File: config.mk
export PLATFORM = sky130hd
export DESIGN_NAME = array_table_insert_delete_search_top
export DESIGN_NICKNAME = d
export VERILOG_FILES = /design/src/design/atids_pkg.sv /design/src/design/atids_dpath.sv /design/src/design/atids_ctrl.sv /design/src/design/array_table_insert_delete_search_top.sv
export SDC_FILE = /design/constraint.sdc
export NUM_CORES = 2
export LEC_CHECK = 0
export BUFFER_PORTS_ARGS = -buffer_cell sky130_fd_sc_hd__buf_2
export CAP_MARGIN = 15
export CORE_ASPECT_RATIO = 1.25
export CORE_MARGIN = 4
export CORE_UTILIZATION = 68
export DETAILED_ROUTE_END_ITERATION = 10
export PLACE_DENSITY_LB_ADDON = 0.1
export RECOVER_POWER = 100
export SLEW_MARGIN = 5
export SYNTH_ARGS = -nofsm -noshare
export SYNTH_HDL_FRONTEND = slang
export SYNTH_SLANG_ARGS = --single-unit
File: constraint.sdc
create_clock -name clk -period 9.7 [get_ports clk]
set_input_delay 0.485 -clock clk [delete_from_list [all_inputs] [get_ports clk]]
set_output_delay 0.485 -clock clk [all_outputs]
set_load 0.005 [all_outputs]
File: src/design/atids_pkg.sv
// Shared types, codes and defaults for the array table insert/delete/search block.
package atids_pkg;

    localparam int DEPTH_DEFAULT = 64;

    localparam logic [2:0] REQ_CLEAR   = 3'd0;
    localparam logic [2:0] REQ_APPEND  = 3'd1;
    localparam logic [2:0] REQ_DISPLAY = 3'd2;
    localparam logic [2:0] REQ_INSERT  = 3'd3;
    localparam logic [2:0] REQ_DELETE  = 3'd4;
    localparam logic [2:0] REQ_SEARCH  = 3'd5;

    localparam logic [2:0] ST_OK        = 3'd0;
    localparam logic [2:0] ST_NOT_FOUND = 3'd1;
    localparam logic [2:0] ST_BAD_POS   = 3'd2;
    localparam logic [2:0] ST_FULL      = 3'd3;
    localparam logic [2:0] ST_EMPTY     = 3'd4;

    localparam logic [2:0] IDX_HOLD     = 3'd0;
    localparam logic [2:0] IDX_ZERO     = 3'd1;
    localparam logic [2:0] IDX_COUNT    = 3'd2;
    localparam logic [2:0] IDX_POS_M1   = 3'd3;
    localparam logic [2:0] IDX_INC      = 3'd4;
    localparam logic [2:0] IDX_DEC      = 3'd5;

    localparam logic [1:0] RD_AT_IDX    = 2'd0;
    localparam logic [1:0] RD_AT_IDX_M1 = 2'd1;
    localparam logic [1:0] RD_AT_IDX_P1 = 2'd2;

    localparam logic [1:0] CNT_HOLD     = 2'd0;
    localparam logic [1:0] CNT_CLEAR    = 2'd1;
    localparam logic [1:0] CNT_INC      = 2'd2;
    localparam logic [1:0] CNT_DEC      = 2'd3;

    typedef struct packed {
        logic [2:0]         req_type;
        logic signed [31:0] value;
        logic [6:0]         position;
    } req_t;

    typedef struct packed {
        logic signed [31:0] value_out;
        logic [6:0]         position_out;
        logic [2:0]         status;
        logic               last;
    } res_t;

    typedef struct packed {
        logic       load_req;
        logic [2:0] idx_op;
        logic       rd_en;
        logic [1:0] rd_sel;
        logic       wr_en;
        logic       wr_at_count;
        logic       wr_from_rdata;
        logic [1:0] cnt_op;
        logic       emit;
        logic [2:0] emit_status;
        logic       emit_data;
        logic       emit_pos;
        logic       emit_last;
    } cmd_t;

    typedef struct packed {
        logic [2:0] req_type;
        logic       full;
        logic       empty;
        logic       ins_ok;
        logic       del_ok;
        logic       ins_done;
        logic       at_last;
        logic       match;
    } stat_t;

endpackage

File: src/design/atids_dpath.sv
// Datapath: element memory, fill count, walk index, request latch and result register.
module atids_dpath #(
    parameter int DEPTH = atids_pkg::DEPTH_DEFAULT
) (
    input  logic             clk,
    input  logic             rst_n,
    input  atids_pkg::req_t  req,
    input  atids_pkg::cmd_t  cmd,
    output atids_pkg::stat_t stat,
    output atids_pkg::res_t  res,
    output logic             res_valid
);
    import atids_pkg::*;

    localparam int AW = (DEPTH > 1) ? $clog2(DEPTH) : 1;
    localparam int CW = $clog2(DEPTH + 1);

    logic [31:0]   element_mem [DEPTH];
    req_t          req_reg;
    logic [CW-1:0] count_reg;
    logic [CW-1:0] count_next;
    logic [AW-1:0] idx_reg;
    logic [AW-1:0] idx_next;
    logic [31:0]   rdata_reg;
    res_t          res_reg;
    res_t          res_next;
    logic          res_valid_reg;

    logic [CW-1:0] idx_inc;
    logic [AW-1:0] rd_addr;
    logic [AW-1:0] wr_addr;
    logic [31:0]   wr_data;

    assign idx_inc = CW'(idx_reg) + CW'(1);

    always_comb
    begin
        stat.req_type = req_reg.req_type;
        stat.full     = (count_reg == CW'(DEPTH));
        stat.empty    = (count_reg == '0);
        stat.ins_ok   = (req_reg.position != 7'd0)
                        && ({1'b0, req_reg.position} <= (8'(count_reg) + 8'd1));
        stat.del_ok   = (req_reg.position != 7'd0)
                        && ({1'b0, req_reg.position} <= 8'(count_reg));
        stat.ins_done = (7'(idx_reg) == (req_reg.position - 7'd1));
        stat.at_last  = (idx_inc == count_reg);
        stat.match    = (rdata_reg == req_reg.value);
    end

    always_comb
    begin
        case (cmd.rd_sel)
            RD_AT_IDX_M1: rd_addr = idx_reg - AW'(1);
            RD_AT_IDX_P1: rd_addr = idx_reg + AW'(1);
            default:      rd_addr = idx_reg;
        endcase
        wr_addr = cmd.wr_at_count ? AW'(count_reg) : idx_reg;
        wr_data = cmd.wr_from_rdata ? rdata_reg : req_reg.value;
    end

    always_comb
    begin
        case (cmd.idx_op)
            IDX_ZERO:   idx_next = '0;
            IDX_COUNT:  idx_next = AW'(count_reg);
            IDX_POS_M1: idx_next = AW'(req_reg.position - 7'd1);
            IDX_INC:    idx_next = idx_reg + AW'(1);
            IDX_DEC:    idx_next = idx_reg - AW'(1);
            default:    idx_next = idx_reg;
        endcase
    end

    always_comb
    begin
        case (cmd.cnt_op)
            CNT_CLEAR: count_next = '0;
            CNT_INC:   count_next = count_reg + CW'(1);
            CNT_DEC:   count_next = count_reg - CW'(1);
            default:   count_next = count_reg;
        endcase
    end

    always_comb
    begin
        res_next.value_out    = cmd.emit_data ? rdata_reg : 32'd0;
        res_next.position_out = cmd.emit_pos ? 7'(idx_inc) : 7'd0;
        res_next.status       = cmd.emit_status;
        res_next.last         = cmd.emit_last;
    end

    always_ff @(posedge clk or negedge rst_n)
    begin
        if (!rst_n)
        begin
            count_reg     <= '0;
            res_valid_reg <= 1'b0;
        end
        else
        begin
            count_reg     <= count_next;
            res_valid_reg <= cmd.emit;
        end
    end

    always_ff @(posedge clk)
    begin
        if (cmd.load_req)
        begin
            req_reg <= req;
        end
        idx_reg <= idx_next;
        if (cmd.emit)
        begin
            res_reg <= res_next;
        end
    end

    always_ff @(posedge clk)
    begin
        if (cmd.wr_en)
        begin
            element_mem[wr_addr] <= wr_data;
        end
        if (cmd.rd_en)
        begin
            rdata_reg <= element_mem[rd_addr];
        end
    end

    assign res       = res_reg;
    assign res_valid = res_valid_reg;

endmodule

File: src/design/atids_ctrl.sv
// Controller: state machine that sequences each request over the datapath.
module atids_ctrl (
    input  logic             clk,
    input  logic             rst_n,
    input  logic             start,
    input  atids_pkg::stat_t stat,
    output atids_pkg::cmd_t  cmd,
    output logic             busy
);
    import atids_pkg::*;

    localparam logic [3:0] S_IDLE     = 4'd0;
    localparam logic [3:0] S_DECODE   = 4'd1;
    localparam logic [3:0] S_INS_STEP = 4'd2;
    localparam logic [3:0] S_INS_WR   = 4'd3;
    localparam logic [3:0] S_DEL_STEP = 4'd4;
    localparam logic [3:0] S_DEL_WR   = 4'd5;
    localparam logic [3:0] S_DISP_RD  = 4'd6;
    localparam logic [3:0] S_DISP_OUT = 4'd7;
    localparam logic [3:0] S_SRCH_RD  = 4'd8;
    localparam logic [3:0] S_SRCH_CMP = 4'd9;

    logic [3:0] state_reg;
    logic [3:0] state_next;

    always_comb
    begin
        cmd        = '0;
        state_next = state_reg;
        case (state_reg)
            S_IDLE:
            begin
                if (start)
                begin
                    cmd.load_req = 1'b1;
                    state_next   = S_DECODE;
                end
            end
            S_DECODE:
            begin
                state_next = S_IDLE;
                case (stat.req_type)
                    REQ_CLEAR:
                    begin
                        cmd.cnt_op    = CNT_CLEAR;
                        cmd.emit      = 1'b1;
                        cmd.emit_last = 1'b1;
                    end
                    REQ_APPEND:
                    begin
                        cmd.emit      = 1'b1;
                        cmd.emit_last = 1'b1;
                        if (stat.full)
                        begin
                            cmd.emit_status = ST_FULL;
                        end
                        else
                        begin
                            cmd.wr_en       = 1'b1;
                            cmd.wr_at_count = 1'b1;
                            cmd.cnt_op      = CNT_INC;
                        end
                    end
                    REQ_DISPLAY:
                    begin
                        if (stat.empty)
                        begin
                            cmd.emit        = 1'b1;
                            cmd.emit_last   = 1'b1;
                            cmd.emit_status = ST_EMPTY;
                        end
                        else
                        begin
                            cmd.idx_op = IDX_ZERO;
                            state_next = S_DISP_RD;
                        end
                    end
                    REQ_INSERT:
                    begin
                        if (stat.full)
                        begin
                            cmd.emit        = 1'b1;
                            cmd.emit_last   = 1'b1;
                            cmd.emit_status = ST_FULL;
                        end
                        else if (!stat.ins_ok)
                        begin
                            cmd.emit        = 1'b1;
                            cmd.emit_last   = 1'b1;
                            cmd.emit_status = ST_BAD_POS;
                        end
                        else
                        begin
                            cmd.idx_op = IDX_COUNT;
                            state_next = S_INS_STEP;
                        end
                    end
                    REQ_DELETE:
                    begin
                        if (stat.empty)
                        begin
                            cmd.emit        = 1'b1;
                            cmd.emit_last   = 1'b1;
                            cmd.emit_status = ST_EMPTY;
                        end
                        else if (!stat.del_ok)
                        begin
                            cmd.emit        = 1'b1;
                            cmd.emit_last   = 1'b1;
                            cmd.emit_status = ST_BAD_POS;
                        end
                        else
                        begin
                            cmd.idx_op = IDX_POS_M1;
                            state_next = S_DEL_STEP;
                        end
                    end
                    REQ_SEARCH:
                    begin
                        if (stat.empty)
                        begin
                            cmd.emit        = 1'b1;
                            cmd.emit_last   = 1'b1;
                            cmd.emit_status = ST_NOT_FOUND;
                        end
                        else
                        begin
                            cmd.idx_op = IDX_ZERO;
                            state_next = S_SRCH_RD;
                        end
                    end
                    default:
                    begin
                        state_next = S_IDLE;
                    end
                endcase
            end
            S_INS_STEP:
            begin
                if (stat.ins_done)
                begin
                    cmd.wr_en     = 1'b1;
                    cmd.cnt_op    = CNT_INC;
                    cmd.emit      = 1'b1;
                    cmd.emit_last = 1'b1;
                    state_next    = S_IDLE;
                end
                else
                begin
                    cmd.rd_en  = 1'b1;
                    cmd.rd_sel = RD_AT_IDX_M1;
                    state_next = S_INS_WR;
                end
            end
            S_INS_WR:
            begin
                cmd.wr_en         = 1'b1;
                cmd.wr_from_rdata = 1'b1;
                cmd.idx_op        = IDX_DEC;
                state_next        = S_INS_STEP;
            end
            S_DEL_STEP:
            begin
                if (stat.at_last)
                begin
                    cmd.cnt_op    = CNT_DEC;
                    cmd.emit      = 1'b1;
                    cmd.emit_last = 1'b1;
                    state_next    = S_IDLE;
                end
                else
                begin
                    cmd.rd_en  = 1'b1;
                    cmd.rd_sel = RD_AT_IDX_P1;
                    state_next = S_DEL_WR;
                end
            end
            S_DEL_WR:
            begin
                cmd.wr_en         = 1'b1;
                cmd.wr_from_rdata = 1'b1;
                cmd.idx_op        = IDX_INC;
                state_next        = S_DEL_STEP;
            end
            S_DISP_RD:
            begin
                cmd.rd_en  = 1'b1;
                cmd.rd_sel = RD_AT_IDX;
                state_next = S_DISP_OUT;
            end
            S_DISP_OUT:
            begin
                cmd.emit      = 1'b1;
                cmd.emit_data = 1'b1;
                cmd.emit_pos  = 1'b1;
                cmd.emit_last = stat.at_last;
                if (stat.at_last)
                begin
                    state_next = S_IDLE;
                end
                else
                begin
                    cmd.idx_op = IDX_INC;
                    state_next = S_DISP_RD;
                end
            end
            S_SRCH_RD:
            begin
                cmd.rd_en  = 1'b1;
                cmd.rd_sel = RD_AT_IDX;
                state_next = S_SRCH_CMP;
            end
            S_SRCH_CMP:
            begin
                if (stat.match)
                begin
                    cmd.emit      = 1'b1;
                    cmd.emit_pos  = 1'b1;
                    cmd.emit_last = 1'b1;
                    state_next    = S_IDLE;
                end
                else if (stat.at_last)
                begin
                    cmd.emit        = 1'b1;
                    cmd.emit_last   = 1'b1;
                    cmd.emit_status = ST_NOT_FOUND;
                    state_next      = S_IDLE;
                end
                else
                begin
                    cmd.idx_op = IDX_INC;
                    state_next = S_SRCH_RD;
                end
            end
            default:
            begin
                state_next = S_IDLE;
            end
        endcase
    end

    always_ff @(posedge clk or negedge rst_n)
    begin
        if (!rst_n)
        begin
            state_reg <= S_IDLE;
        end
        else
        begin
            state_reg <= state_next;
        end
    end

    assign busy = (state_reg != S_IDLE);

endmodule

File: src/design/array_table_insert_delete_search_top.sv
// Top level of the array table block: ordered list with clear, append, display, insert, delete and search.
//
//   Channel   Handshake            Payload
//   request   start / busy         req (req_type, value, position)
//   result    res_valid strobe     res (value_out, position_out, status, last)
//
// A request transfers on a clock edge with start high and busy low; a decode state
// follows before any result. Display, search, insert and delete walk the element
// memory one element at a time: the memory has one read and one write port, and
// each moved or inspected element needs a read then a use.
// Reset clears the fill count and the controller; the memory holds no reset state.
// Each result sits on res for one cycle with res_valid high; the receiver cannot stall.
module array_table_insert_delete_search_top #(
    parameter int DEPTH = atids_pkg::DEPTH_DEFAULT
) (
    input  logic            clk,
    input  logic            rst_n,
    input  logic            start,
    output logic            busy,
    input  atids_pkg::req_t req,
    output atids_pkg::res_t res,
    output logic            res_valid
);
    import atids_pkg::*;

    cmd_t  cmd;
    stat_t stat;

    atids_ctrl u_ctrl (
        .clk   (clk),
        .rst_n (rst_n),
        .start (start),
        .stat  (stat),
        .cmd   (cmd),
        .busy  (busy)
    );

    atids_dpath #(
        .DEPTH (DEPTH)
    ) u_dpath (
        .clk       (clk),
        .rst_n     (rst_n),
        .req       (req),
        .cmd       (cmd),
        .stat      (stat),
        .res       (res),
        .res_valid (res_valid)
    );

endmodule

## Yosys cells after proc, flatten, opt, wreduce, memory -nomap -nowiden

Memory sizes are Yosys's and may differ from the RTL's. A register that Yosys moved wholly into a read port is not among the register bits.
Index checks and enable logic that the tools add are counted.

| cells by class | value |
|---|---|
| add/subtract/negate cells | 7 |
| order comparisons | 2 |
| eq/ne operators | 29 |
| multiplexer cells | 72 |
| reduce and logical (&&, ||, !) cells | 13 |

Operators by type and width:

| operator | number |
|---|---|
| $mux 4 | 11 |
| $mux 3 | 14 |
| $pmux 4 s10 | 1 |
| $eq 32x32->1 | 1 |
| $mux 32 | 1 |
| $pmux 3 s5 | 2 |
| $pmux 6 s5 | 1 |
| $pmux 7 s3 | 1 |
| $mux 1 | 18 |
| $mux 2 | 9 |
| $pmux 3 s3 | 2 |
| $eq 4x3->1 const B | 4 |
| $pmux 4 s4 | 1 |
| $pmux 1 s5 | 3 |
| $sub 7x1->7 const B | 2 |
| $eq 3x2->1 const B | 4 |
| $eq 3x3->1 const B | 4 |
| $pmux 6 s2 | 1 |
| $add 7x1->8 const B | 1 |
| $eq 4x2->1 const B | 2 |
| $eq 4x4->1 const B | 2 |
| $le 7x8->1 | 1 |
| $reduce_or 2->1 | 4 |
| $add 6x1->7 const B | 1 |
| other kinds (27) | 32 |

| storage, ports and cells | value |
|---|---|
| flip-flop bits (word level) | 103 |
| bits in writable memories | 2048 |
| input bits | 45 |
| output and inout bits | 45 |
| word-level logic and storage cells | 135 |
| memories kept | 1 |

Memory list:

| memory | words | bits a word | read ports | clocked after memory_dff | write ports | RTL line | RTL |
|---|---|---|---|---|---|---|---|
| u_dpath.element_mem | 64 | 32 | 1 | 1 | 1 | atids_dpath.sv:18 | `logic [31:0] element_mem [DEPTH];` |

## Logic depth before layout (Yosys ltp)

| logic depth | value |
|---|---|
| word-level depth | 9 |
| depth in mapped cells | 22 |
| depth with buffers taken out | 16 |

## Hierarchy

From an unflattened synthesis, not the netlist that was laid out.

| unflattened totals | value |
|---|---|
| cell total of the unflattened synthesis | 5368 |
| area, all modules | 87739.1 sq um |

Modules (own cells, without submodules):

| module | times used | cells an instance | area each (sq um) | sequential area each (sq um) |
|---|---|---|---|---|
| atids_dpath | 1 | 5252 | 86894.6 | 65392.7 |
| atids_ctrl | 1 | 116 | 844.6 | 100.1 |

## Worst setup path after synthesis

Ideal clock, no wire load.

| timing path | value |
|---|---|
| path type | register -> register |
| start point | reg u_dpath.req_reg[0] (netlist name) |
| end point | reg u_dpath.rdata_reg[14], read port of u_dpath.element_mem, data pin |
| library setup time | 0.261 ns |
| arrival time | 4.390 ns |
| data required time | 9.439 ns |
| slack | 5.049 ns |
| cell stages (with the launch flop) | 23 |
| buffers on the path | 7 |
| clock period less this slack | 4.651 ns |
| cells stage by stage | edfxtp_1 > inv_1 > ha_1 > or3b_2 > or4_1 > clkbuf_1 > nand4_1 > nand4b_2 > nor2b_1 > ha_1 > buf_2 > or2_2 > o21a_1 > clkbuf_1 > buf_2 > buf_4 > buf_2 > buf_2 > nand2_1 > nand3_1 > a32o_1 > nor3_1 > nor4_1 |

| on the way | value |
|---|---|
| cells in the longest elaborated chain, start to end | 6 |
| elaborated cells on any way between the ends | 7 |
| classes of those cells | add/sub: 1; eq/ne: 3; mux: 3 |

Ends and longest elaborated chain:

| what | RTL line | RTL |
|---|---|---|
| from (decl) | atids_dpath.sv:19 | `req_t req_reg;` |
| from (signal assigned) | atids_dpath.sv:109 | `req_reg <= req;` |
| $sub 7x1->7 (*) | atids_dpath.sv:45 | `stat.ins_done = (7'(idx_reg) == (req_reg.position - 7'd1));` |
| $eq 6x7->1 (*) | atids_dpath.sv:45 |  |
| $mux 3 (*) | atids_ctrl.sv:140 | `if (stat.ins_done)` |
| $pmux 3 s3 (*) | atids_ctrl.sv:30 | `case (state_reg)` |
| $eq 2x2->1 or $eq 2x1->1 (tied branches) | atids_dpath.sv:52 | `case (cmd.rd_sel)` |
| $pmux 6 s2 | atids_dpath.sv:52 |  |
| to (decl) | atids_dpath.sv:24 | `logic [31:0] rdata_reg;` |

Mark *: on every way between the ends. The rest lies on a longest branch, timed or not.
A chain may end at the register's enable or synchronous reset.

## Final worst setup path

| timing path | value |
|---|---|
| start point | reg u_dpath.req_reg[0] (netlist name) |
| end point | reg u_dpath.rdata_reg[21], read port of u_dpath.element_mem, data pin |

The elaborated chain is that of the path after synthesis.

==> flow_summary.json <==
{
  "largest_reg_flops": 2048,
  "post-cts-setup-buffers": 0,
  "fp-row-count": 145,
  "grt_start_max_net_pins": 128,
  "syn_nets": 4063,
  "dieWidth_um": 325.0,
  "skew_ns": 0.02750,
  "numCtsBuffers": 196,
  "rsz0062_at_grt": "no",
  "leakage_uw": 0.02968,
  "netlist_instances": 3991,
  "hp-class": "in -> reg",
  "drt-wirelength-per-cell_um": 38.89,
  "worstMarginPinSlew_ns": 3.925,
  "io_buffers": 89,
  "dr_total_vias": 44440,
  "synth_warnings": 0,
  "yosys.area.top_type": "edfxtp_1",
  "antenna_found_initial": 15,
  "drc": 0,
  "fmax_ghz": 0.1259,
  "required_ns": 10.19,
  "power_uw": 34030,
  "max-cap-violations": 113,
  "synth_edf_count": 2171,
  "synth_area_leaders": "edfxtp_1 (76%), mux4_2 (13%), mux2i_1 (1.7%)",
  "fin_nets": 4341,
  "start_util": 0.6844,
  "synth.top_cell.area_share": 0.7632,
  "cts_root_buffer": "clkbuf_16",
  "cp-start-kind": "flip-flop",
  "dp.cells": 5641,
  "io_pins": 90,
  "crit_arrival_ns": 8.44,
  "synth.most_common_cell": "edfxtp_1",
  "cp-end-kind": "flip-flop",
  "finalCriticalPeriod_ns": 7.945,
  "synthTopCellsByCount": "edfxtp_1 (2,171), mux4_2 (506), nand2_1 (207), mux2i_1 (143), nor2_1 (137)",
  "core_um2": 124800,
  "synth-seq-cells": 2183,
  "die-height_um": 404.3,
  "grt_pass1_wl_um": 333400,
  "final-setup-viol-count": 0,
  "synth_top_flop_cell": "edfxtp_1",
  "routed_wirelength_um": 235200,
  "syn_area_per_cell_um2": 21.40,
  "cts_buffer_depth": 3,
  "grt_overflow_total": 0,
  "track_usage": 0.3663,
  "path_class": "reg -> reg",
  "maxSlewHeadroom": -1.617,
  "ant_nets": 0,
  "period_share": 0.8191,
  "cts.htree.levels": 4,
  "synth-seq-area-share": 0.7667,
  "violations": "max-capacitance violations, max-slew violations",
  "dr.pass1.iters": 8,
  "synth_cell_types": 72,
  "status": "finished, violations left",
  "layout.cells.non_filler": 6049,
  "grt_pass1_vias": 44010,
  "peakVddDrop_mv": 0.4093,
  "viasPerCell": 7.347,
  "final-max-slew-violation-count": 4177,
  "gp_congestion": 0.9710,
  "cts_tree": "done",
  "clk_pin_slew_ns": 0.07,
  "layout-drive-gt1-share": 0.2188,
  "cts.sinks": 2183,
  "synthesis.area_um2": 85420,
  "die_area_um2": 131400,
  "hpwl_um": 131400,
  "p_per_area_nw_per_um2": 358.3,
  "setup-tns-final_ns": 0,
  "cp_max_fo": 77,
  "initialDrtViolationCount": 7375,
  "hold_viol": 0,
  "clkLatencyLatePin_ns": 0.85,
  "synth_async_sr_flop_share": 0.005497,
  "area_delta_synth_final_pct": 11.17
}
-- worst max-delay path, cell delays in order (launching register included) --
cell and delay, ns:
edfxtp_1 0.43, inv_1 0.15, ha_1 0.19, or3b_2 0.51, or4_1 0.56, nand4_1 0.14
nand4b_1 0.21, nor2b_1 0.25, ha_1 0.47, nor3b_1 0.25, o21ai_0 0.17, o311ai_2 0.16
buf_12 0.43, buf_4 0.59, clkbuf_1 1.49, mux2i_1 0.24, a22o_1 0.41, nor4_1 0.85
-- power by group --
| group | switching (uW) | internal [uW] |
|---|---|---|
| Sequential | 418 | 12400 |
| Clock | 3390 | 4280 |
| Combinational | 8710 | 4850 |
| Total | 12500 | 21500 |
-- final timing paths --
kind | start | end | slack, ns | cells after the start
setup / recovery | u_dpath.req_reg[0] | u_dpath.rdata_reg[21] | 1.76 | 17
setup reg to reg | u_dpath.req_reg[0] | u_dpath.rdata_reg[21] | 1.76 | 17
hold reg to reg | u_dpath.stat[9] | u_ctrl.state_reg[1] | 0.67 | 1
min in group asynchronous | rst_n | u_dpath.count_reg[5] | 0.19 | 2
hold / removal | start | u_ctrl.state_reg[0] | 0.15 | 4
max in group asynchronous | rst_n | u_ctrl.state_reg[1] | 9.07 | 2
-- routing by layer --
layer	vias to the layer above	share of wire	global-route usage
met2	3425	0.47	0.5655
met5	-	0.00020	0
met4	4	0.070	0.2013
li1	17230	-	-
met3	701	0.13	0.08794
met1	23080	0.33	0.4953
-- final cells by class --
class                           count  area [um^2]
Clock inverter                    103         1164
Multi-Input combinational cell   1579        19390
Timing Repair Buffer              284         1657
Sequential cell                  2183        65490
Tap cell                         1617         2023
Inverter                           25        93.84
Fill cell                        6634        29850
Antenna cell                        8        20.02
Clock buffer                      250         5127
-- cells in the final DEF (no fill, tap or decap), drive strengths merged, types with 7 or more instances in the layout --
cell,synthesis,final
a21oi,18,18
nor2,139,139
and3,7,7
nand2,207,207
and4,8,8
clkbuf,59,405
clkinv,2,69
or3,7,7
a32o,58,58
o21ai,13,13
and2,35,35
buf,145,86
nand4,24,24
a21o,7,7
nor4,30,30
bufinv,0,20
o22ai,17,17
dfrtp,12,12
xnor2,56,56
a32oi,18,18
mux4,506,506
nor3,30,30
diode,0,8
a22o,44,44
nand3,33,33
a22oi,26,26
nor2b,10,10
inv,23,32
clkinvlp,0,7
mux2,33,33
a31oi,9,9
ha,26,26
mux2i,143,143
edfxtp,2171,2171
dlygate4sd3,0,43
-- metrics by stage --
| step | setup WS [ns] | util | hold WS, ns | area, um^2 |
|---|---|---|---|---|
| floorplan | 5.049 | - | 0.1894 | 85420 |
| global placement | 3.059 | 0.7114 | 0.3798 | 88790 |
| detailed placement | 2.978 | 0.7115 | 0.3821 | 88810 |
| CTS | 2.915 | 0.7653 | 0.004602 | 95530 |
| global route | 1.369 | 0.7607 | 0.1192 | 94950 |
| finish | 1.755 | 0.7608 | 0.1465 | 94970 |
-- cell families after synthesis --
family | count (synthesis) | synth area share
AOI/OAI and AO/OA | 247 | 0.02366
muxes | 682 | 0.1545
DFF | 2183 | 0.7667
xor gates and xnor gates | 66 | 0.007411
buffers and inverters | 229 | 0.01248
adders and majority gates | 27 | 0.004043
and+or+nand+nor | 557 | 0.03121
-- repair_timing --
item,4_1_cts,5_1_grt
endpoints found under the hold margin,54,0
setup endpoints to repair,0,0
hold buffers,43,0
gates resized for setup,0,0
Power figures use the tool's default switching activity.
